### config.mk
export PLATFORM = sky130hd
export DESIGN_NAME = bitmap_block_allocator_top_flat
export DESIGN_NICKNAME = d
export VERILOG_FILES = /design/src/design/bba_pkg.sv /design/src/design/bba_if.sv /design/src/design/bitmap_block_allocator_top.sv /design/src/design/bba_datapath.sv /design/src/design/bba_ctrl.sv /design/src/flat_wrapper.sv
export SDC_FILE = /design/constraint.sdc
export NUM_CORES = 2
export LEC_CHECK = 0
export ABC_AREA = 0
export BUFFER_PORTS_ARGS = -buffer_cell sky130_fd_sc_hd__buf_4
export CELL_PAD_IN_SITES_DETAIL_PLACEMENT = 2
export CELL_PAD_IN_SITES_GLOBAL_PLACEMENT = 2
export CORE_MARGIN = 2
export CORE_UTILIZATION = 40
export CTS_CLUSTER_DIAMETER = 40
export CTS_CLUSTER_SIZE = 25
export DETAILED_ROUTE_END_ITERATION = 8
export PLACE_DENSITY_LB_ADDON = 0.1
export SETUP_SLACK_MARGIN = 0.05
export SYNTH_ARGS = -nofsm -noshare
export SYNTH_HDL_FRONTEND = slang
export SYNTH_SLANG_ARGS = --single-unit
### constraint.sdc
create_clock -name clk -period 7.35 [get_ports clk]
set_input_delay 2.205 -clock clk [delete_from_list [all_inputs] [get_ports clk]]
set_output_delay 2.205 -clock clk [all_outputs]
set_load 0.01 [all_outputs]
### src/design/bba_pkg.sv
package bba_pkg;

    typedef enum logic [1:0] {
        FUNC_INIT    = 2'd0,
        FUNC_ALLOC   = 2'd1,
        FUNC_FREE    = 2'd2,
        FUNC_RESERVE = 2'd3
    } func_t;

    localparam int FUNC_W  = 2;
    localparam int BLOCK_W = 12;
    localparam int COUNT_W = 13;

    // Controller to datapath commands
    typedef struct packed {
        logic load;        // latch request and effective total
        logic fill_word;   // write all ones to word at index
        logic scan_word;   // read word at index into scan register
        logic scan_bit;    // examine one bit of the scan register
        logic mark_bit;    // write one run bit
        logic read_zero;   // read word 0 into scan register
        logic force_zero;  // force block 0 used
        logic upd_count;   // update used count, build result
    } bba_cmd_t;

    // Datapath to controller status
    typedef struct packed {
        logic is_alloc;
        logic is_init;
        logic is_free;
        logic bad_count;
        logic word_last;   // fill index at last word
        logic scan_end;    // search reached total
        logic bit_last;    // current scan bit is last of the word
        logic found;       // run found this step
        logic mark_done;   // run walk complete
    } bba_status_t;

endpackage

### src/design/bba_if.sv
interface bba_req_if;
    import bba_pkg::*;
    logic                 valid;
    logic                 ready;
    logic [FUNC_W-1:0]    func;
    logic [BLOCK_W-1:0]   start_block;
    logic [COUNT_W-1:0]   count;
    modport source (output valid, func, start_block, count, input ready);
    modport sink (input valid, func, start_block, count, output ready);
endinterface

interface bba_rsp_if;
    import bba_pkg::*;
    logic                 valid;
    logic                 ready;
    logic                 ok;
    logic [BLOCK_W-1:0]   block;
    logic [COUNT_W-1:0]   used_count;
    logic [COUNT_W-1:0]   free_count;
    modport source (output valid, ok, block, used_count, free_count, input ready);
    modport sink (input valid, ok, block, used_count, free_count, output ready);
endinterface

interface bba_cfg_if;
    import bba_pkg::*;
    logic                 valid;
    logic                 ready;
    logic [COUNT_W-1:0]   data;
    modport source (output valid, data, input ready);
    modport sink (input valid, data, output ready);
endinterface

### src/design/bitmap_block_allocator_top.sv
// Bitmap first-fit block allocator. One request is taken at a time; a new item is
// accepted only after the previous result has been taken. After reset the block marks
// every bitmap word used before it accepts the first item. Initialize fills every
// bitmap word; allocate scans the bitmap one bit per cycle (plus one word read per 32
// blocks) up to the effective total, then marks the run with a word read and a bit
// write per block; free and reserve walk each block of the run the same way (blocks
// beyond storage are skipped), and free then reads and rewrites word 0 to force block 0
// used. Each bit is handled through a read and a write of the bitmap memory. The user
// must write the total register only while idle; the block does not enforce it. The
// total is clamped and rounded down to whole 32-block words when a request is loaded.
module bitmap_block_allocator_top
    import bba_pkg::*;
#(
    parameter int MAX_BLOCKS = 4096,
    parameter int WORD_BITS  = 32
)
(
    input  logic      clk,
    input  logic      rst_n,
    bba_req_if.sink   req,
    bba_rsp_if.source rsp,
    bba_cfg_if.sink   cfg
);
    bba_cmd_t           cmd;
    bba_status_t        status;
    logic [COUNT_W-1:0] total_reg;

    // Hold configuration register
    assign cfg.ready = 1'b1;
    always_ff @(posedge clk or negedge rst_n)
    begin
        if (!rst_n)
            total_reg <= '0;
        else if (cfg.valid)
            total_reg <= cfg.data;
    end

    bba_ctrl u_ctrl (
        .clk       (clk),
        .rst_n     (rst_n),
        .req_valid (req.valid),
        .req_ready (req.ready),
        .rsp_valid (rsp.valid),
        .rsp_ready (rsp.ready),
        .cmd       (cmd),
        .status    (status)
    );

    bba_datapath #(
        .MAX_BLOCKS (MAX_BLOCKS),
        .WORD_BITS  (WORD_BITS)
    ) u_dp (
        .clk          (clk),
        .rst_n        (rst_n),
        .cmd          (cmd),
        .status       (status),
        .in_func      (req.func),
        .in_start     (req.start_block),
        .in_count     (req.count),
        .total_blocks (total_reg),
        .res_ok       (rsp.ok),
        .res_block    (rsp.block),
        .res_used     (rsp.used_count),
        .res_free     (rsp.free_count)
    );

endmodule

### src/design/bba_datapath.sv
module bba_datapath
    import bba_pkg::*;
#(
    parameter int MAX_BLOCKS = 4096,
    parameter int WORD_BITS  = 32
)
(
    input  logic                 clk,
    input  logic                 rst_n,
    input  bba_cmd_t             cmd,
    output bba_status_t          status,
    input  logic [FUNC_W-1:0]    in_func,
    input  logic [BLOCK_W-1:0]   in_start,
    input  logic [COUNT_W-1:0]   in_count,
    input  logic [COUNT_W-1:0]   total_blocks,
    output logic                 res_ok,
    output logic [BLOCK_W-1:0]   res_block,
    output logic [COUNT_W-1:0]   res_used,
    output logic [COUNT_W-1:0]   res_free
);
    localparam int NUM_WORDS = (MAX_BLOCKS + WORD_BITS - 1) / WORD_BITS;
    localparam int WI_W = (NUM_WORDS > 1) ? $clog2(NUM_WORDS) : 1;
    localparam int BI_W = $clog2(WORD_BITS);
    localparam int B_W  = $clog2(MAX_BLOCKS) + 2;

    logic [WORD_BITS-1:0] mem [NUM_WORDS];

    logic [FUNC_W-1:0]    func_reg;
    logic [B_W-1:0]       start_reg;
    logic [COUNT_W-1:0]   count_reg;
    logic [COUNT_W-1:0]   total_reg;
    logic [COUNT_W-1:0]   used_reg;
    logic [B_W-1:0]       pos_reg;     // fill word index / scan block / mark block
    logic [COUNT_W-1:0]   run_reg;
    logic [B_W-1:0]       first_reg;
    logic [COUNT_W-1:0]   left_reg;
    logic [WORD_BITS-1:0] word_reg;
    logic                 found_reg;

    logic [COUNT_W-1:0]   eff_total;
    logic                 cur_used;
    logic [COUNT_W:0]     sum_used;

    // Clamp and round total down to whole words
    always_comb
    begin
        logic [COUNT_W-1:0] t;
        t = total_blocks;
        if (32'(t) > MAX_BLOCKS)
            t = COUNT_W'(MAX_BLOCKS);
        eff_total = (t / COUNT_W'(WORD_BITS)) * COUNT_W'(WORD_BITS);
    end

    assign cur_used = word_reg[pos_reg[BI_W-1:0]];
    assign sum_used = {1'b0, used_reg} + {1'b0, count_reg};

    always_comb
    begin
        status.is_alloc  = (func_reg == FUNC_ALLOC);
        status.is_init   = (func_reg == FUNC_INIT);
        status.is_free   = (func_reg == FUNC_FREE);
        status.bad_count = (count_reg == '0) || (count_reg >= total_reg);
        status.word_last = (pos_reg == B_W'(NUM_WORDS - 1));
        status.scan_end  = (pos_reg >= B_W'(total_reg));
        status.bit_last  = (pos_reg[BI_W-1:0] == BI_W'(WORD_BITS - 1));
        status.found     = !cur_used && (run_reg + 1'b1 == count_reg);
        status.mark_done = (left_reg == '0) || (pos_reg >= B_W'(MAX_BLOCKS));
    end

    // Request registers and walkers; index starts at zero for the clearing pass
    always_ff @(posedge clk or negedge rst_n)
    begin
        if (!rst_n)
        begin
            func_reg  <= '0;
            start_reg <= '0;
            count_reg <= '0;
            total_reg <= '0;
            left_reg  <= '0;
            run_reg   <= '0;
            first_reg <= '0;
            found_reg <= 1'b0;
            pos_reg   <= '0;
            word_reg  <= '0;
        end
        else
        begin
            if (cmd.load)
            begin
                func_reg  <= in_func;
                start_reg <= B_W'(in_start);
                count_reg <= in_count;
                total_reg <= eff_total;
                left_reg  <= in_count;
                run_reg   <= '0;
                first_reg <= '0;
                found_reg <= 1'b0;
                pos_reg   <= (in_func == FUNC_INIT || in_func == FUNC_ALLOC) ? '0
                                                                        : B_W'(in_start);
            end
            else if (cmd.fill_word)
                pos_reg <= pos_reg + 1'b1;
            else if (cmd.scan_bit)
            begin
                if (cur_used)
                begin
                    run_reg   <= '0;
                    first_reg <= pos_reg + 1'b1;
                end
                else
                    run_reg <= run_reg + 1'b1;
                if (status.found)
                begin
                    found_reg <= 1'b1;
                    pos_reg   <= first_reg;
                end
                else
                    pos_reg <= pos_reg + 1'b1;
            end
            else if (cmd.mark_bit)
            begin
                pos_reg  <= pos_reg + 1'b1;
                left_reg <= left_reg - 1'b1;
            end
            if (cmd.scan_word)
                word_reg <= mem[pos_reg[BI_W+WI_W-1:BI_W]];
            else if (cmd.read_zero)
                word_reg <= mem[0];
        end
    end

    // Bitmap writes: word fills, and one read-modify-write of a word per mark step via scan register
    always_ff @(posedge clk)
    begin
        if (cmd.fill_word)
            mem[pos_reg[WI_W-1:0]] <= '1;
        else if (cmd.mark_bit)
        begin
            logic [WORD_BITS-1:0] w;
            w = word_reg;
            w[pos_reg[BI_W-1:0]] = !status.is_free;
            mem[pos_reg[BI_W+WI_W-1:BI_W]] <= w;
        end
        else if (cmd.force_zero)
        begin
            logic [WORD_BITS-1:0] w0;
            w0 = word_reg;
            w0[0] = 1'b1;
            mem[0] <= w0;
        end
    end

    // Used count and result
    always_ff @(posedge clk or negedge rst_n)
    begin
        if (!rst_n)
            used_reg <= '0;
        else if (cmd.upd_count)
        begin
            if (status.is_init)
                used_reg <= total_reg;
            else if (status.is_free)
                used_reg <= (count_reg > used_reg) ? '0 : used_reg - count_reg;
            else if (!(status.is_alloc && !found_reg))
                used_reg <= (sum_used > {1'b0, total_reg}) ? total_reg
                                                           : sum_used[COUNT_W-1:0];
        end
    end

    always_ff @(posedge clk)
    begin
        if (cmd.upd_count)
        begin
            res_ok    <= !(status.is_alloc && !found_reg);
            res_block <= (status.is_alloc && found_reg) ? BLOCK_W'(first_reg) : '0;
        end
    end

    assign res_used = used_reg;
    assign res_free = (used_reg > total_reg) ? '0 : total_reg - used_reg;

endmodule

### src/design/bba_ctrl.sv
module bba_ctrl
    import bba_pkg::*;
(
    input  logic        clk,
    input  logic        rst_n,
    input  logic        req_valid,
    output logic        req_ready,
    output logic        rsp_valid,
    input  logic        rsp_ready,
    output bba_cmd_t    cmd,
    input  bba_status_t status
);
    typedef enum logic [10:0] {
        S_IDLE   = 11'b00000000001,
        S_DECODE = 11'b00000000010,
        S_FILL   = 11'b00000000100,
        S_SRD    = 11'b00000001000,
        S_SBIT   = 11'b00000010000,
        S_MRD    = 11'b00000100000,
        S_MBIT   = 11'b00001000000,
        S_ZRD    = 11'b00010000000,
        S_ZWR    = 11'b00100000000,
        S_DONE   = 11'b01000000000,
        S_CLR    = 11'b10000000000
    } state_t;

    state_t state_reg, state_next;
    logic   rsp_valid_reg, rsp_valid_next;

    // Accept a new item when idle and the output slot is free
    assign req_ready = (state_reg == S_IDLE) && !rsp_valid_reg;
    assign rsp_valid = rsp_valid_reg;

    always_comb
    begin
        state_next     = state_reg;
        rsp_valid_next = rsp_valid_reg;
        cmd            = '0;
        if (rsp_valid_reg && rsp_ready)
            rsp_valid_next = 1'b0;
        case (state_reg)
            S_CLR:
            begin
                // Mark every block used after reset
                cmd.fill_word = 1'b1;
                if (status.word_last)
                    state_next = S_IDLE;
            end
            S_IDLE:
            begin
                if (req_valid && req_ready)
                begin
                    cmd.load   = 1'b1;
                    state_next = S_DECODE;
                end
            end
            S_DECODE:
            begin
                if (status.is_init)
                    state_next = S_FILL;
                else if (status.is_alloc)
                    state_next = status.bad_count ? S_DONE : S_SRD;
                else
                    state_next = S_MRD;
            end
            S_FILL:
            begin
                cmd.fill_word = 1'b1;
                if (status.word_last)
                    state_next = S_DONE;
            end
            S_SRD:
            begin
                if (status.scan_end)
                    state_next = S_DONE;
                else
                begin
                    cmd.scan_word = 1'b1;
                    state_next    = S_SBIT;
                end
            end
            S_SBIT:
            begin
                if (status.scan_end)
                    state_next = S_DONE;
                else
                begin
                    cmd.scan_bit = 1'b1;
                    if (status.found)
                        state_next = S_MRD;
                    else if (status.bit_last)
                        state_next = S_SRD;
                end
            end
            S_MRD:
            begin
                if (status.mark_done)
                    state_next = status.is_free ? S_ZRD : S_DONE;
                else
                begin
                    cmd.scan_word = 1'b1;
                    state_next    = S_MBIT;
                end
            end
            S_MBIT:
            begin
                cmd.mark_bit = 1'b1;
                state_next   = S_MRD;
            end
            S_ZRD:
            begin
                cmd.read_zero = 1'b1;
                state_next    = S_ZWR;
            end
            S_ZWR:
            begin
                cmd.force_zero = 1'b1;
                state_next     = S_DONE;
            end
            S_DONE:
            begin
                cmd.upd_count  = 1'b1;
                rsp_valid_next = 1'b1;
                state_next     = S_IDLE;
            end
            default:
            begin
                state_next = S_IDLE;
            end
        endcase
    end

    always_ff @(posedge clk or negedge rst_n)
    begin
        if (!rst_n)
        begin
            state_reg     <= S_CLR;
            rsp_valid_reg <= 1'b0;
        end
        else
        begin
            state_reg     <= state_next;
            rsp_valid_reg <= rsp_valid_next;
        end
    end

    // Result raised after done, no accept while busy, one bitmap command at a time
    a_done_valid: assert property (@(posedge clk) disable iff (!rst_n)
        state_reg == S_DONE |=> rsp_valid_reg)
        else $error("result not raised after done");
    a_no_accept_busy: assert property (@(posedge clk) disable iff (!rst_n)
        state_reg != S_IDLE |-> !req_ready)
        else $error("accepting while busy");
    a_one_cmd: assert property (@(posedge clk) disable iff (!rst_n)
        $countones({cmd.fill_word, cmd.scan_bit, cmd.mark_bit, cmd.force_zero}) <= 1)
        else $error("conflicting bitmap commands");

endmodule
### src/flat_wrapper.sv
// flat-port wrapper written by rule: the top's interface ports become plain ports
module bitmap_block_allocator_top_flat import bba_pkg::*;
#(
    parameter int MAX_BLOCKS = 4096,
    parameter int WORD_BITS  = 32
)
  (clk, rst_n, req_valid, req_func, req_start_block, req_count, req_ready, rsp_valid, rsp_ok, rsp_block, rsp_used_count, rsp_free_count, rsp_ready, cfg_valid, cfg_data, cfg_ready);
  bba_req_if req_i ();
  bba_rsp_if rsp_i ();
  bba_cfg_if cfg_i ();
  input  logic clk;
  input  logic rst_n;
  input wire logic [$bits(req_i.valid)-1:0] req_valid;
  input wire logic [$bits(req_i.func)-1:0] req_func;
  input wire logic [$bits(req_i.start_block)-1:0] req_start_block;
  input wire logic [$bits(req_i.count)-1:0] req_count;
  output wire logic [$bits(req_i.ready)-1:0] req_ready;
  output wire logic [$bits(rsp_i.valid)-1:0] rsp_valid;
  output wire logic [$bits(rsp_i.ok)-1:0] rsp_ok;
  output wire logic [$bits(rsp_i.block)-1:0] rsp_block;
  output wire logic [$bits(rsp_i.used_count)-1:0] rsp_used_count;
  output wire logic [$bits(rsp_i.free_count)-1:0] rsp_free_count;
  input wire logic [$bits(rsp_i.ready)-1:0] rsp_ready;
  input wire logic [$bits(cfg_i.valid)-1:0] cfg_valid;
  input wire logic [$bits(cfg_i.data)-1:0] cfg_data;
  output wire logic [$bits(cfg_i.ready)-1:0] cfg_ready;
  assign req_i.valid = req_valid;
  assign req_i.func = req_func;
  assign req_i.start_block = req_start_block;
  assign req_i.count = req_count;
  assign req_ready = req_i.ready;
  assign rsp_valid = rsp_i.valid;
  assign rsp_ok = rsp_i.ok;
  assign rsp_block = rsp_i.block;
  assign rsp_used_count = rsp_i.used_count;
  assign rsp_free_count = rsp_i.free_count;
  assign rsp_i.ready = rsp_ready;
  assign cfg_i.valid = cfg_valid;
  assign cfg_i.data = cfg_data;
  assign cfg_ready = cfg_i.ready;
  bitmap_block_allocator_top #(.MAX_BLOCKS(MAX_BLOCKS), .WORD_BITS(WORD_BITS)) u_core (.clk(clk), .rst_n(rst_n), .req(req_i), .rsp(rsp_i), .cfg(cfg_i));
endmodule
==> results.rst <==
.. list-table::
   :header-rows: 1

   * - Metric
     - Value
   * - Initial Utilization
     - 0.402
   * - Register bit count reported by yosys
     - 4257
   * - Clock share of power
     - 0.422
   * - Setup_tns
     - 0 ns
   * - CTS tree
     - done
   * - Post-detailed-placement half-perimeter wirelength
     - 351000 um
   * - Post-cts repair resize count
     - 0
   * - Share of layout cells above drive strength 1
     - 0.288
   * - VDD IR-drop max
     - 350 uV
   * - Most frequently used cell type in the post-synthesis netlist
     - edfxtp_1
   * - Cell types occupying the most area after synthesis
     - edfxtp_1 74%, mux4_2 13%, dfrtp_1 2.2%
   * - Post-synth ARST share
     - 0.0348
   * - Count of nets after finishing
     - 8673
   * - Final GP Congestion
     - 0.845
   * - Status
     - complete, but fails checks
   * - Number of global-route vias before repair
     - 94100
   * - Largest net degree at the start of global routing
     - 129
   * - Die Area
     - 420000 um2
   * - Routed wirelength normalized by instance count
     - 39.9 um
   * - Sink count of the clock tree
     - 4257
   * - Max FFs per register
     - 4096
   * - Internal power consumption
     - 49.7 mW
   * - Relative contribution of combinational cells to total power
     - 0.196
   * - Port Buffers
     - 85
   * - Routed Wire Length
     - 581000 um
   * - Final Skew
     - 0.0509 ns
   * - Required time at the worst-slack endpoint
     - 5.14 ns
   * - Fill cell instance count of the final layout
     - 36500
   * - Slowest cell on the critical path
     - a21oi_1
   * - Startpoint class of the critical path
     - flop
   * - Hold-fix buffers, CTS
     - 0
   * - Clock latency of the later-clocked register in the worst-skew pair
     - 1.05 ns
   * - Overall fraction of global-route tracks in use
     - 0.275
   * - Count of routing violations after the opening detailed-route iteration
     - 10900
   * - Final-layout worst hold slack
     - 0.508 ns
   * - Final global-route overflow total
     - 0
   * - Slew headroom
     - -0.120
   * - Deepest level of the CTS H-tree
     - 6
   * - Chip height
     - 648 um
   * - Root Buffer
     - clkbuf_16
   * - Layout-stage area growth over the synthesis result
     - 18.7%
   * - Cell breakdown of the critical path
     - inv_1 > ha_1 > or4b_2 > o211ai_1 > o311a_1 > o21a_1 > o21ai_0 > nand2b_1 > a21oi_1 > nor3_1 > buf_4
   * - Fin. Hold Viols
     - 0
   * - Number of antenna violations at the first check in global routing
     - 50
   * - Number of antenna-violating nets in the routed design
     - 0
   * - Boundary pin count
     - 87
   * - Rows
     - 236
   * - Kind of capture point of the worst setup path
     - primary output
   * - Max Buffers Root-to-Sink
     - 4
   * - CTS clock-pin slew for the worst setup and hold paths
     - 0.05 ns
   * - Cell type with the highest aggregate area in the netlist
     - edfxtp_1
   * - Power spent charging and discharging nets
     - 21.9 mW
   * - Final Cycle Share
     - 0.885
   * - Unrepaired setup endpoints after global routing
     - false
   * - Max-slew violation total from the final report
     - 2
   * - Post-synth top area share
     - 0.743
   * - Post-Synthesis Cells
     - 8008
   * - Placeable core area
     - 413000 um2
   * - Post-layout minimum cycle time
     - 6.51 ns
   * - Arrival time at the worst endpoint
     - 4.30 ns
   * - Pin slew with the least headroom to its limit
     - 1.68 ns
   * - Classification of the worst setup path
     - reg2out
   * - Pleak
     - 71.3 nW
   * - Count of different cell masters after synthesis
     - 84
   * - Critical path's largest stage delay
     - 0.74 ns
   * - Share of total power consumed by net switching
     - 0.306
   * - Sequential Power Share
     - 0.383
   * - Classification of the worst-slack hold path
     - reg2reg
   * - Largest fanout on the critical path
     - 12
   * - Dominant register cell in the synthesized netlist
     - edfxtp_1
   * - Count of flip-flops with a built-in enable after synthesis
     - 4109
   * - Number of setup violations in the final report
     - 0
   * - Commonest cells post-synth
     - 4109 x edfxtp_1, 958 x mux4_2, 281 x clkbuf_1, 263 x a22oi_1, 247 x nor2_1
   * - Net Count, Synth
     - 8121
   * - Max frequency
     - 154 MHz
   * - Failing checks
     - capacitance limit, slew limit
   * - Avg Cell Area, Syn
     - 20.7 um2
   * - First-pass DRT Iterations
     - 5
   * - Average vias per placed instance
     - 6.12
   * - Power per cell area
     - 363 nW/um2
   * - Via count of the routed design
     - 89100
   * - Horizontal die dimension
     - 648 um
   * - Post CTS Setup Buffer Count
     - 0
   * - Count of unresolved DRC violations after routing
     - 0
   * - Sequential area share after synthesis
     - 0.765
   * - Max-capacitance violation count
     - 1
   * - First-pass GRT wire length
     - 801000 um
   * - Warnings from Yosys
     - 0
   * - Number of clock buffers inserted by TritonCTS
     - 605
   * - Combined area of all synthesized cells
     - 166000 um2
power by group through the flow:
stage	clock network, mW	logic, mW	registers (mW)
floorplan	0	8.12	27.4
finish	30.2	14.0	27.4
CTS	30.6	14.1	27.4
global route	31.5	14.6	27.4
detailed placement	0	14.0	27.9
global placement	0	13.9	27.8
metal layers:
layer / share of wire / wire (um) / vias to the layer above / global-route usage
met1: 0.42 / 245000 / 49700 / 0.384
met4: 0.037 / 21600 / 8 / 0.0937
met2: 0.48 / 280000 / 3459 / 0.446
met5: 0.000084 / 49 / - / 0
met3: 0.060 / 34900 / 776 / 0.0360
li1: - / - / 35100 / -
logic make-up after synthesis:
kind of cell,Yosys count,synth area share
compound gates,1093,0.0463
xor+xnor,67,0.00353
fa+ha+maj,69,0.00527
buf+inv,545,0.0137
flops,4257,0.765
mux,1181,0.144
other cells,1,0.0000226
simple gates,795,0.0224
layout by cell type (no fill, tap or decap), types with 51 or more instances in the layout:
cell type,Yosys,routed
o21ai_0,105,105
inv_1,65,65
edfxtp_1,4109,4109
a21oi_1,218,203
dfrtp_1,147,140
bufinv_16,0,81
a31oi_1,52,51
mux2i_1,196,196
nor2_4,0,132
o221ai_1,76,76
ha_1,66,66
clkinv_1,1,73
inv_6,0,68
clkinv_2,0,73
clkinvlp_4,0,70
buf_4,17,381
nand2_1,234,223
a22o_1,92,92
nor3_1,55,51
nand3_1,78,78
mux4_2,958,958
nor2_1,247,113
clkbuf_16,0,613
a22oi_1,263,263
a221oi_1,75,72
final timing paths:
path,cells past startpoint,startpoint,slack [ns],endpoint
setup / recovery,11,u_core.u_dp.res_used[5]$_DFFE_PN0P_,0.84,rsp_free_count[12]
hold / removal,1,u_core.u_dp.first_reg[13]$_DFFE_PN0P_,0.51,u_core.u_dp.first_reg[13]$_DFFE_PN0P_
setup reg to reg,9,u_core.u_ctrl.state_reg[3]$_DFFE_PN0P_,1.56,u_core.u_dp.mem[126][25]$_DFFE_PP_
hold reg to reg,1,u_core.u_dp.first_reg[13]$_DFFE_PN0P_,0.51,u_core.u_dp.first_reg[13]$_DFFE_PN0P_
max in group asynchronous,2,rst_n,4.86,u_core.u_dp.res_used[12]$_DFFE_PN0P_
min in group asynchronous,1,rst_n,1.10,u_core.u_ctrl.rsp_valid$_DFFE_PN0P_
worst max-delay path: cells and delay by family, from the launching register on:
family                     cells  cell delay (ns)
AOI/OAI and AO/OA              5             1.69
adders and majority gates      1             0.37
buffers and inverters          2             0.27
DFF                            1             0.44
and+or+nand+nor                3             0.50
final cells by class:
cell class	instances	area (um2)	share of cell area
diodes	23	57.6	0.000292
clock buffers	663	15500	0.0788
clock inverters	449	5300	0.0269
inverters	68	255	0.00130
multi-input cells	3206	38300	0.194
flip-flops and latches	4257	127000	0.645
well taps	5474	6850	0.0348
repair buffers	422	3680	0.0187
stage by stage:
step	power [mW]	utilization	area (um2)	instances	setup slack, ns
floorplan	35.5	-	166000	8008	0.808
global placement	41.8	0.426	176000	13400	1.67
detailed placement	41.9	0.426	176000	13400	1.67
CTS	72.1	0.477	197000	14500	0.715
global route	73.5	0.477	197000	14500	0.560
finish	71.6	0.477	197000	14600	0.843
(Power assumes the default switching activity.)
